**config.mk**
```make
export PLATFORM = sky130hd
export DESIGN_NAME = printable_ascii_vigenere_encipher_unit
export DESIGN_NICKNAME = d
export VERILOG_FILES = /design/src/rtl/pavenc_pkg.sv /design/src/rtl/pavenc_key_mem.sv /design/src/rtl/pavenc_ctrl.sv /design/src/rtl/printable_ascii_vigenere_encipher_unit.sv
export SDC_FILE = /design/constraint.sdc
export NUM_CORES = 1
export LEC_CHECK = 0
export BUFFER_PORTS_ARGS = -buffer_cell sky130_fd_sc_hd__clkbuf_2
export CORE_MARGIN = 2
export CORE_UTILIZATION = 65
export CTS_BUF_LIST = sky130_fd_sc_hd__clkbuf_4
export CTS_CLUSTER_DIAMETER = 60
export DETAILED_ROUTE_END_ITERATION = 8
export GPL_TIMING_DRIVEN = 0
export PLACE_DENSITY = 0.81
export REMOVE_ABC_BUFFERS = 1
export SKIP_CTS_REPAIR_TIMING = 1
export SYNTH_ARGS = -nofsm -noshare
export SYNTH_HDL_FRONTEND = slang
export SYNTH_SLANG_ARGS = --single-unit
```
**constraint.sdc**
```tcl
create_clock -name clk -period 8.3 [get_ports clk]
set_input_delay 1.245 -clock clk [delete_from_list [all_inputs] [get_ports clk]]
set_output_delay 1.245 -clock clk [all_outputs]
set_load 0.05 [all_outputs]
```
**src/rtl/pavenc_pkg.sv**
```systemverilog
// types and constants shared by the printable ascii vigenere encipher unit
// no dependencies
package pavenc_pkg;

	localparam int SHIFT_W = 7;
	localparam logic [7:0] ALPHA_LOW = 8'd32;
	localparam logic [7:0] ALPHA_HIGH = 8'd127;
	localparam logic [7:0] ALPHA_SIZE = 8'd96;

	typedef enum logic [1:0] {
		KIND_CLEAR = 2'd0,
		KIND_KEY   = 2'd1,
		KIND_ENC   = 2'd2,
		KIND_NONE  = 2'd3
	} kind_t;

	typedef enum logic [1:0] {
		ST_OK      = 2'd0,
		ST_BAD_KEY = 2'd1,
		ST_FULL    = 2'd2,
		ST_NO_KEY  = 2'd3
	} status_t;

	typedef struct packed {
		kind_t      kind;
		logic [7:0] data_byte;
	} cmd_word_t;

	typedef struct packed {
		logic [7:0] out_byte;
		status_t    status;
	} res_word_t;

	typedef struct packed {
		logic               en;
		logic [SHIFT_W-1:0] shift;
	} key_wr_t;

	typedef struct packed {
		logic       enc;
		logic [7:0] data_byte;
		status_t    status;
	} ctl_s1_t;

endpackage

```
**src/rtl/pavenc_key_mem.sv**
```systemverilog
// key shift store: one write port, one read port, registered read data
// depends on pavenc_pkg
module pavenc_key_mem #(
	parameter int DEPTH = 128,
	parameter int AW = 7
) (
	input  logic                          clk,
	input  pavenc_pkg::key_wr_t           wr,
	input  logic [AW-1:0]                 wr_addr,
	input  logic                          rd_en,
	input  logic [AW-1:0]                 rd_addr,
	output logic [pavenc_pkg::SHIFT_W-1:0] rd_data
);

	logic [pavenc_pkg::SHIFT_W-1:0] mem [DEPTH];

	always_ff @(posedge clk) begin
		if (wr.en) begin
			mem[wr_addr] <= wr.shift;
		end
	end

	always_ff @(posedge clk) begin
		if (rd_en) begin
			rd_data <= mem[rd_addr];
		end
	end

endmodule

```
**src/rtl/pavenc_ctrl.sv**
```systemverilog
// key length and position tracking, command decode and first pipeline stage
// depends on pavenc_pkg; drives the key store ports
module pavenc_ctrl #(
	parameter int DEPTH = 128,
	parameter int AW = 7,
	parameter int LEN_W = 8
) (
	input  logic                  clk,
	input  logic                  arst_n,
	input  logic                  acc,
	input  pavenc_pkg::cmd_word_t cmd,
	input  logic                  adv,
	output pavenc_pkg::key_wr_t   wr,
	output logic [AW-1:0]         wr_addr,
	output logic                  rd_en,
	output logic [AW-1:0]         rd_addr,
	output logic                  valid_s1,
	output pavenc_pkg::ctl_s1_t   ctl_s1
);

	logic [LEN_W-1:0] len_q;
	logic [AW-1:0]    pos_q;
	logic [LEN_W-1:0] len_d;
	logic [AW-1:0]    pos_d;
	logic [LEN_W-1:0] pos_inc;
	logic [7:0]       key_diff;
	logic             in_alpha;
	logic             full;
	pavenc_pkg::ctl_s1_t ctl_d;

	assign in_alpha = (cmd.data_byte >= pavenc_pkg::ALPHA_LOW) &&
		(cmd.data_byte <= pavenc_pkg::ALPHA_HIGH);
	assign full = (len_q == LEN_W'(DEPTH));
	assign key_diff = cmd.data_byte - (pavenc_pkg::ALPHA_LOW - 8'd1);
	assign pos_inc = LEN_W'(pos_q) + LEN_W'(1);
	assign wr_addr = len_q[AW-1:0];
	assign rd_addr = pos_q;

	always_comb begin
		len_d = len_q;
		pos_d = pos_q;
		wr.en = 1'b0;
		wr.shift = key_diff[pavenc_pkg::SHIFT_W-1:0];
		rd_en = 1'b0;
		ctl_d.enc = 1'b0;
		ctl_d.data_byte = 8'd0;
		ctl_d.status = pavenc_pkg::ST_OK;
		unique case (cmd.kind)
			pavenc_pkg::KIND_CLEAR: begin
				len_d = '0;
				pos_d = '0;
			end
			pavenc_pkg::KIND_KEY: begin
				if (!in_alpha) begin
					ctl_d.status = pavenc_pkg::ST_BAD_KEY;
				end else if (full) begin
					ctl_d.status = pavenc_pkg::ST_FULL;
				end else begin
					wr.en = acc;
					len_d = len_q + LEN_W'(1);
				end
			end
			pavenc_pkg::KIND_ENC: begin
				ctl_d.data_byte = cmd.data_byte;
				if (len_q == '0) begin
					ctl_d.status = pavenc_pkg::ST_NO_KEY;
				end else begin
					ctl_d.enc = 1'b1;
					rd_en = acc;
					pos_d = (pos_inc >= len_q) ? '0 : pos_inc[AW-1:0];
				end
			end
			pavenc_pkg::KIND_NONE: begin
			end
			default: begin
			end
		endcase
	end

	always_ff @(posedge clk or negedge arst_n) begin
		if (!arst_n) begin
			len_q <= '0;
			pos_q <= '0;
			valid_s1 <= 1'b0;
		end else begin
			if (acc) begin
				len_q <= len_d;
				pos_q <= pos_d;
			end
			if (acc) begin
				valid_s1 <= 1'b1;
			end else if (adv) begin
				valid_s1 <= 1'b0;
			end
		end
	end

	always_ff @(posedge clk) begin
		if (acc) begin
			ctl_s1 <= ctl_d;
		end
	end

	a_len_bound: assert property (@(posedge clk) disable iff (!arst_n)
		len_q <= LEN_W'(DEPTH))
		else $error("key length beyond store depth");

	a_pos_below_len: assert property (@(posedge clk) disable iff (!arst_n)
		(len_q != '0) |-> (LEN_W'(pos_q) < len_q))
		else $error("key position not below key length");

	a_pos_zero_empty: assert property (@(posedge clk) disable iff (!arst_n)
		(len_q == '0) |-> (pos_q == '0))
		else $error("key position nonzero with empty key");

	a_no_wr_rd_same: assert property (@(posedge clk) disable iff (!arst_n)
		!(wr.en && rd_en))
		else $error("key write and read in one cycle");

endmodule

```
**src/rtl/printable_ascii_vigenere_encipher_unit.sv**
```systemverilog
// top level of the printable ascii vigenere encipher unit
// depends on pavenc_pkg, pavenc_key_mem and pavenc_ctrl
//
// channel  direction  word        handshake
// cmd      input      cmd_word_t  cmd_valid / cmd_stall
// res      output     res_word_t  res_valid / res_stall
//
// one word per cycle sustained while res_stall stays low; each command gives exactly one result word
// each command passes the key store read, then the shift add into the output register
// the key store has no reset; key length and position clear on arst_n
// cmd_stall rises only while the stage holding the key read and the output
// register are both full and res_stall is high
module printable_ascii_vigenere_encipher_unit #(
	parameter int KEY_DEPTH = 128
) (
	input  logic                  clk,
	input  logic                  arst_n,
	input  logic                  cmd_valid,
	output logic                  cmd_stall,
	input  pavenc_pkg::cmd_word_t cmd,
	output logic                  res_valid,
	input  logic                  res_stall,
	output pavenc_pkg::res_word_t res
);

	localparam int AW = (KEY_DEPTH > 1) ? $clog2(KEY_DEPTH) : 1;
	localparam int LEN_W = $clog2(KEY_DEPTH + 1);

	logic acc;
	logic adv;
	logic valid_s1;
	pavenc_pkg::ctl_s1_t ctl_s1;
	pavenc_pkg::key_wr_t wr;
	logic [AW-1:0] wr_addr;
	logic rd_en;
	logic [AW-1:0] rd_addr;
	logic [pavenc_pkg::SHIFT_W-1:0] shift_s1;
	logic [7:0] sum;
	logic [7:0] enc_byte;
	pavenc_pkg::res_word_t res_d;
	logic res_valid_q;
	pavenc_pkg::res_word_t res_q;

	assign cmd_stall = valid_s1 && res_valid_q && res_stall;
	assign acc = cmd_valid && !cmd_stall;
	assign adv = valid_s1 && (!res_valid_q || !res_stall);

	pavenc_ctrl #(
		.DEPTH(KEY_DEPTH),
		.AW(AW),
		.LEN_W(LEN_W)
	) u_ctrl (
		.clk(clk),
		.arst_n(arst_n),
		.acc(acc),
		.cmd(cmd),
		.adv(adv),
		.wr(wr),
		.wr_addr(wr_addr),
		.rd_en(rd_en),
		.rd_addr(rd_addr),
		.valid_s1(valid_s1),
		.ctl_s1(ctl_s1)
	);

	pavenc_key_mem #(
		.DEPTH(KEY_DEPTH),
		.AW(AW)
	) u_key_mem (
		.clk(clk),
		.wr(wr),
		.wr_addr(wr_addr),
		.rd_en(rd_en),
		.rd_addr(rd_addr),
		.rd_data(shift_s1)
	);

	// alphabet bytes plus a shift of at most 96 stay below 256
	assign sum = ctl_s1.data_byte + {1'b0, shift_s1};

	always_comb begin
		enc_byte = ctl_s1.data_byte;
		if (ctl_s1.enc && (ctl_s1.data_byte >= pavenc_pkg::ALPHA_LOW) &&
			(ctl_s1.data_byte <= pavenc_pkg::ALPHA_HIGH)) begin
			enc_byte = (sum > pavenc_pkg::ALPHA_HIGH) ? (sum - pavenc_pkg::ALPHA_SIZE) : sum;
		end
		res_d.out_byte = enc_byte;
		res_d.status = ctl_s1.status;
	end

	always_ff @(posedge clk or negedge arst_n) begin
		if (!arst_n) begin
			res_valid_q <= 1'b0;
		end else if (adv) begin
			res_valid_q <= 1'b1;
		end else if (!res_stall) begin
			res_valid_q <= 1'b0;
		end
	end

	always_ff @(posedge clk) begin
		if (adv) begin
			res_q <= res_d;
		end
	end

	assign res_valid = res_valid_q;
	assign res = res_q;

	a_stall_needs_full: assert property (@(posedge clk) disable iff (!arst_n)
		cmd_stall |-> (valid_s1 && res_valid))
		else $error("input stalled with a free pipeline slot");

	a_adv_fills_out: assert property (@(posedge clk) disable iff (!arst_n)
		adv |=> res_valid)
		else $error("advanced word missing from output register");

	a_acc_fills_s1: assert property (@(posedge clk) disable iff (!arst_n)
		acc |=> valid_s1)
		else $error("accepted word missing from first stage");

endmodule

```
==> summary.txt, run 1 <==
STA
  – F_max: 246 MHz
  – Rel. slew slack: -1.28%
  – Least-Margin Pin Slew: approximately 1.5 ns
  – Final worst-path cycle share: 49.0%
  – RSZ-0062 raised after global routing: false
  – Clock skew: 0.0532 ns
  – Pins Over Slew Limit: 17
  – Worst setup margin: 4.23 ns
  – Final-report hold violation count: 0
  – Hold slack: 0.121 ns
  – Min Tclk post-route: 4.07 ns
  – Endpoints failing setup: 0

Place
  – Gpl congestion: 0.847
  – Hpwl dp: 49600 um
  – IO Port Bufs: 25
  – Dpl ws: 3.70 ns

Run status
  – Run status: finished with violations
  – Failing checks: max-capacitance violations, max-slew violations

Flow run
  – MaxCap Viol Count: 2

GRT
  – Largest net degree at the start of global routing: 69
  – Global-route wire length before repair: 124000 um
  – Initial antenna violation count: 2
  – Grt ovf: 0
  – Total Routing Usage GR: 28.7%
  – Vias in the first global route: ~21000

Worst setup path
  – CP Max Fanout: 16
  – Worst r2r dst: u_key_mem.mem[100][1]
  – CP required: 8.96 ns
  – Setup slack, reg-to-reg: 4.23 ns
  – FF-to-FF path depth: 6
  – Critical R2R Launch: u_ctrl.len_q[3]
  – Kind of critical path: flip-flop to flip-flop
  – Critical Path Sink Type: flip-flop
  – Worst Path Arrival: roughly 4.7 ns
  – Crit start category: flip-flop

Yosys
  – Count of different cell masters after synthesis: between 50 and 60
  – Synth async-reset ratio: 1.81%
  – Mean Syn Cell Area: 19.3 um^2
  – Seq/Total Area, Yosys: roughly three quarters
  – Ys Warns: 0
  – Most used DFF post-synth: edfxtp_1
  – Post-synthesis cell count: 1934
  – Flops & latches, synth: approximately 940
  – Post-Syn Area: 37300 um^2
  – EDFF count, synth: 924

Detailed routing
  – Vias per inst: roughly 6.6
  – Via count: 20200
  – Post-DRT Antenna Nets: 0
  – WL/cell: 27.1 um
  – Drt pass-1 iters: 6
  – DRC errors left: 0
  – Final WL: 82700 um
  – Initial DRC count: 2668

Final layout
  – Share of layout cells above drive strength 1: 25.9%
  – Commonest non-fill, non-tap cell in the layout: edfxtp_1
  – Nets: 2151
  – Core Util, Final: 73.6%
  – Layout area overhead: 11.6%
  – Most frequent cells in the layout: edfxtp_1, clkbuf_4, mux4_2, nor2_1, mux2i_1
  – Fill cells: 3105

Floorplanning
  – Ports: 26
  – Initial Util: 65.9%
  – # rows: 87
  – Die height: 244 um
  – Full die area: 59300 um^2
  – CORE AREA: 56600 um^2
  – Die Wd: about 240 um

Clocking
  – CTS tree: yes
  – Clock Root Buffer: clkbuf_4
  – CTS Buf Count: 216
  – H-tree depth: 4
  – CTS Sinks: 941
  – Clk pin slew, worst setup/hold paths: 0.07 ns
  – Clock latency on the worst-skew pair: 1.08 ns
  – Clk buf depth: 3

Power
  – P_leak: 13.2 nW
  – Pwr Density: 256 nW/um^2
  – Maximum vdd drop: between 0.00015 and 0.0002 V

Min path
  – Min-delay worst type: input port to asynchronous set/reset pin
==> cell families after synthesis <==
logic type,after synthesis,synth area share [%]
flip-flops,941,75.5
AND/OR/NAND/NOR,330,3.89
multiplexers,280,13.1
AO/OA/AOI/OAI,214,4.45
buffers and inverters,125,1.70
adder cells (fa/ha/maj),25,0.858
XOR/XNOR,19,0.446
==> how the worst max path moves through the flow <==
stage | slack [ns] | from | end | depth (start not counted)
4_1_cts | 4.26 | u_ctrl.rd_addr[0] | u_ctrl.rd_addr[5] | 11
3_3_place_gp | -6.35 | u_ctrl.rd_addr[0] | u_key_mem.rd_data[2] | 5
2_1_floorplan | -1.41 | u_ctrl.rd_addr[0] | u_ctrl.rd_addr[2] | 11
5_1_grt | 3.97 | u_ctrl.rd_addr[0] | u_ctrl.rd_addr[5] | 11
6_report | 4.23 | u_ctrl.len_q[3] | u_key_mem.mem[100][1] | 6
3_5_place_dp | 3.70 | cmd[9] | u_key_mem.mem[24][3] | 8
==> sequential cells by signal (all words and copies together) (netlist names) <==
signal	count
res_valid	1
u_key_mem.rd_data	7
u_ctrl.valid_s1	1
res	10
u_ctrl.len_q	8
u_key_mem.mem	896
u_ctrl.rd_addr	7
u_ctrl.ctl_s1	11
==> layout make-up <==
class | count | area, um^2 | area share, %
Tap cell | 756 | 946 | 2.27
Timing Repair Buffer | 66 | 968 | 2.32
Antenna cell | 1 | 2.50 | 0.00601
Inverter | 19 | 73.8 | 0.177
Multi-Input combinational cell | 868 | 8620 | 20.7
Clock buffer | 305 | 2290 | 5.50
Clock inverter | 96 | 576 | 1.38
Sequential cell | 941 | 28200 | 67.6
==> cells in the mapped netlist (all sizes together) (4+ instances only) <==
library cell	instances	area share, %
inv	19	0.19
nor2b	9	0.15
a22oi	70	1.4
a21o	7	0.14
clkbuf	46	0.46
nand3	59	0.79
mux4	168	10
xnor2	15	0.35
a22o	29	0.68
a221oi	29	0.75
nand2b	5	0.084
nand2	62	0.62
nor2	160	1.6
a32o	4	0.11
buf	60	1.0
a31oi	6	0.10
dfrtp	17	1.1
ha	24	0.80
edfxtp	924	74
mux2i	112	3.0
a221o	14	0.38
o21ai	9	0.12
and2	12	0.20
a21oi	23	0.31
o22ai	7	0.12
xor2	4	0.094
==> layer usage <==
metal	part of all wire [%]	wire length (um)	GRT usage, %
met2	50	41300	45.9
met3	11	8910	7.44
met4	3.0	2510	11.3
met1	36	30000	38.5
met5	0.016	13	0
==> power breakdown <==
group	leakage (nW)	internal [mW]	switching (mW)	total [mW]
clock network	1.68	1.92	1.79	3.71
registers	8.54	5.29	0.0610	5.35
logic	2.95	0.720	0.863	1.58
==> through the flow <==
step,cell area (um^2),cells,total power [mW],TNS (ns)
finish,41700,3052,10.6,0
global route,41700,3052,11.0,0
CTS,41700,3051,10.7,0
detailed placement,38800,2650,7.03,0
global placement,37800,2609,7.26,-1129.16
floorplan,36700,1828,6.74,-15.54
==> worst max-delay path, stage by stage, from the launching register on <==
cell,delay [ns]
dfrtp_1,0.55
or4_1,0.51
nor2_1,0.14
a21oi_1,0.29
and2_1,0.30
nand2_1,0.93
nor2_1,0.97
Note: power is estimated with default switching activity, not from simulation.
==> run 2: changes to the inputs <==
--- a/config.mk
+++ b/config.mk
@@ -5,6 +5,7 @@
 export SDC_FILE = /design/constraint.sdc
 export NUM_CORES = 1
 export LEC_CHECK = 0
+export ABC_AREA = 1
 export BUFFER_PORTS_ARGS = -buffer_cell sky130_fd_sc_hd__clkbuf_2
 export CORE_MARGIN = 2
 export CORE_UTILIZATION = 65
==> constraint.sdc (replaced) <==
create_clock -name clk -period 4.05 [get_ports clk]
set_input_delay 0.6075 -clock clk [delete_from_list [all_inputs] [get_ports clk]]
set_output_delay 0.6075 -clock clk [all_outputs]
set_load 0.05 [all_outputs]
==> summary.txt, run 2 <==
Run status
  – Run status: finished, final reports clean

Yosys
  – Count of different cell masters after synthesis: 38
  – Seq/Total Area, Yosys: about two thirds
  – Most common cell in the netlist: nand2_1
  – Share of the synthesized area in the top cell type: 67.1%
  – Post-synthesis cell count: roughly 4000
  – Area contributors post-synth: edfxtp_1, nand2_1, nand3_1
  – Mean Syn Cell Area: 10.4 um^2
  – EDFF count, synth: 924
  – Most area-hungry cell type in the Yosys netlist: edfxtp_1
  – Post-Syn Area: about 41000 um^2
  – Top cells by count, synth: nand2_1, edfxtp_1, inv_1
  – Flops & latches, synth: 941
  – Synth async-reset ratio: under 10%
  – Ys Warns: 0
  – Most used DFF post-synth: edfxtp_1

STA
  – Min Tclk post-route: approximately 3.9 ns
  – Total negative setup slack: 0 ns
  – Pins Over Slew Limit: 0
  – F_max: between 200 and 300 MHz
  – Final-report hold violation count: 0
  – Final worst-path cycle share: 97.2%
  – Endpoints failing setup: 0
  – Rel. slew slack: 29.6%
  – Clock skew: 0.0609 ns
  – Least-Margin Pin Slew: 1.05 ns

Final layout
  – Non-Filler Instances: 5125
  – Share of layout cells above drive strength 1: a little under an eighth
  – Fill cells: 4108
  – Layout area overhead: 10.9%
  – Max FFs per register: 896
  – Commonest non-fill, non-tap cell in the layout: nand2_1
  – Most frequent cells in the layout: nand2_1, edfxtp_1, inv_1, nand3_1, clkbuf_4
  – Top reg by flops: u_key_mem.mem
  – Nets: 4138

Place
  – Placed cell count: 4703
  – Hpwl dp: approximately 56000 um
  – IO Port Bufs: 25
  – Gpl congestion: 0.887

Clocking
  – Clk pin slew, worst setup/hold paths: 0.07 ns
  – CTS Buf Count: 217
  – Clk buf depth: 3
  – Clock latency on the worst-skew pair: 1.09 ns
  – Clock Root Buffer: clkbuf_4
  – H-tree depth: 4
  – CTS Sinks: 941
  – CTS tree: yes

Worst setup path
  – Kind of critical path: flip-flop to flip-flop
  – CP Max Fanout: 83
  – Crit start category: flip-flop
  – CP Cell Sequence: buf_16 -> buf_16 -> buf_16 -> buf_16 -> clkinv_8 -> buf_16 -> clkbuf_16 -> nand2_1 -> nand2_1 -> nand2_1 -> nand2_1 -> nand2_1 -> nand3_1 -> nand3_1 -> nand3_1 -> nand3_1 -> nand2_1
  – Worst Path Arrival: approximately 4.8 ns
  – Cell repeated most along the worst path: nand2_1
  – CP required: 4.89 ns
  – Slowest stage delay, CP: 0.46 ns
  – Critical Path Sink Type: flip-flop
  – Slowest CP cell: dfrtp_4

Detailed routing
  – WL/cell: 19.6 um
  – Post-DRT Antenna Nets: 0
  – Final WL: 100000 um
  – Drt pass-1 iters: 6
  – Vias per inst: 5.65
  – Initial DRC count: roughly 4000
  – Via count: between 20000 and 30000
  – DRC errors left: 0

Floorplanning
  – CORE AREA: 63000 um^2
  – Ports: 26
  – # rows: 92
  – Die height: 256 um
  – Die Wd: 256 um
  – Initial Util: 65.7%
  – Full die area: 65700 um^2

GRT
  – Largest net degree at the start of global routing: 133
  – Vias in the first global route: 27600
  – Total Routing Usage GR: 29.5%
  – Grt ovf: 0
  – Global-route wire length before repair: 148000 um
  – Initial antenna violation count: 4

Power
  – P_leak: 18.7 nW
  – Maximum vdd drop: roughly 0.00030 V
  – Pwr Density: 514 nW/um^2

Min path
  – Min-delay worst type: input port to flip-flop

Flow run
  – MaxCap Viol Count: 0
run 2: changes by cell type after synthesis, sizes merged, moves of 106 or more:
cell | previous run | this run
nor2 | 160 | 266
mux4 | 168 | 0
inv | 19 | 458
nand3 | 59 | 406
mux2i | 112 | 0
nand2 | 62 | 1363
run 2: area by class of cell:
cell class	count	area (um^2)	area share (%)
antenna	3	7.51	0.0164
timing repair buffer	87	1390	3.03
clock buffer	310	2330	5.07
inverter	462	1780	3.87
timing repair inverter	1	5.00	0.0109
multi-input combinational	2389	10700	23.3
sequential	941	28200	61.4
clock inverter	86	434	0.946
tap	846	1060	2.31
run 2: path summary, 6_finish.rpt:
| kind | end | slack [ns] | from | cells after the start |
|---|---|---|---|---|
| max reg2reg | u_key_mem.rd_data[0] | 0.11 | u_ctrl.rd_addr[0] | 17 |
| min reg2reg | res[1] | 0.52 | u_ctrl.ctl_s1[1] | 0 |
| max | u_key_mem.rd_data[0] | 0.11 | u_ctrl.rd_addr[0] | 17 |
| min | u_ctrl.ctl_s1[7] | 0.01 | cmd[5] | 3 |
| min in group asynchronous | u_ctrl.valid_s1 | 0.04 | arst_n | 2 |
| max in group asynchronous | u_ctrl.rd_addr[0] | 3.58 | arst_n | 2 |
run 2: cells by family (layout without fill, tap and decap cells):
| group | after synthesis | count (layout) | synth area share (%) |
|---|---|---|---|
| and+or+nand+nor | 2155 | 2155 | 21.7 |
| adders and majority gates | 25 | 25 | 0.774 |
| DFF | 941 | 941 | 68.1 |
| other | 0 | 3 | 0 |
| AOI/OAI and AO/OA | 193 | 193 | 2.76 |
| xor gates and xnor gates | 16 | 16 | 0.339 |
| buffers and inverters | 667 | 946 | 6.29 |
run 2: power by group:
part / internal, mW / total [mW] / switching, mW
combinational: 1.65 / 5.21 / 3.56
clock: 3.77 / 7.45 / 3.68
sequential: 10.8 / 10.9 / 0.0762
total: 16.3 / 23.6 / 7.32
run 2: through the flow:
step	instance area, um^2	power (mW)	hold slack [ns]	util, %	worst slack [ns]
global placement	41700	14.5	0.459	66.2	-38.79
global route	45900	24.6	-0.00602	72.9	-0.0782
CTS	45500	23.2	-0.562	72.3	-0.612
detailed placement	42800	15.9	0.500	68.0	-0.614
floorplan	40500	14.2	0.312	-	-17.91
finish	45900	23.6	0.00951	72.9	0.112
run 2: per-layer routing:
layer	GRT usage, %	vias up	wire length (um)	share of wire (%)
li1	-	13500	-	-
met5	0	-	13	0.013
met1	38.2	13500	37600	37
met3	6.96	267	10800	11
met4	13.1	2	3510	3.5
met2	47.9	1687	48300	48
run 2: worst max-delay path: cells and delay by family (launching register included):
| family | cells | cell delay [ns] |
|---|---|---|
| flops | 1 | 0.46 |
| buf+inv | 7 | 1.88 |
| simple gates | 10 | 1.17 |
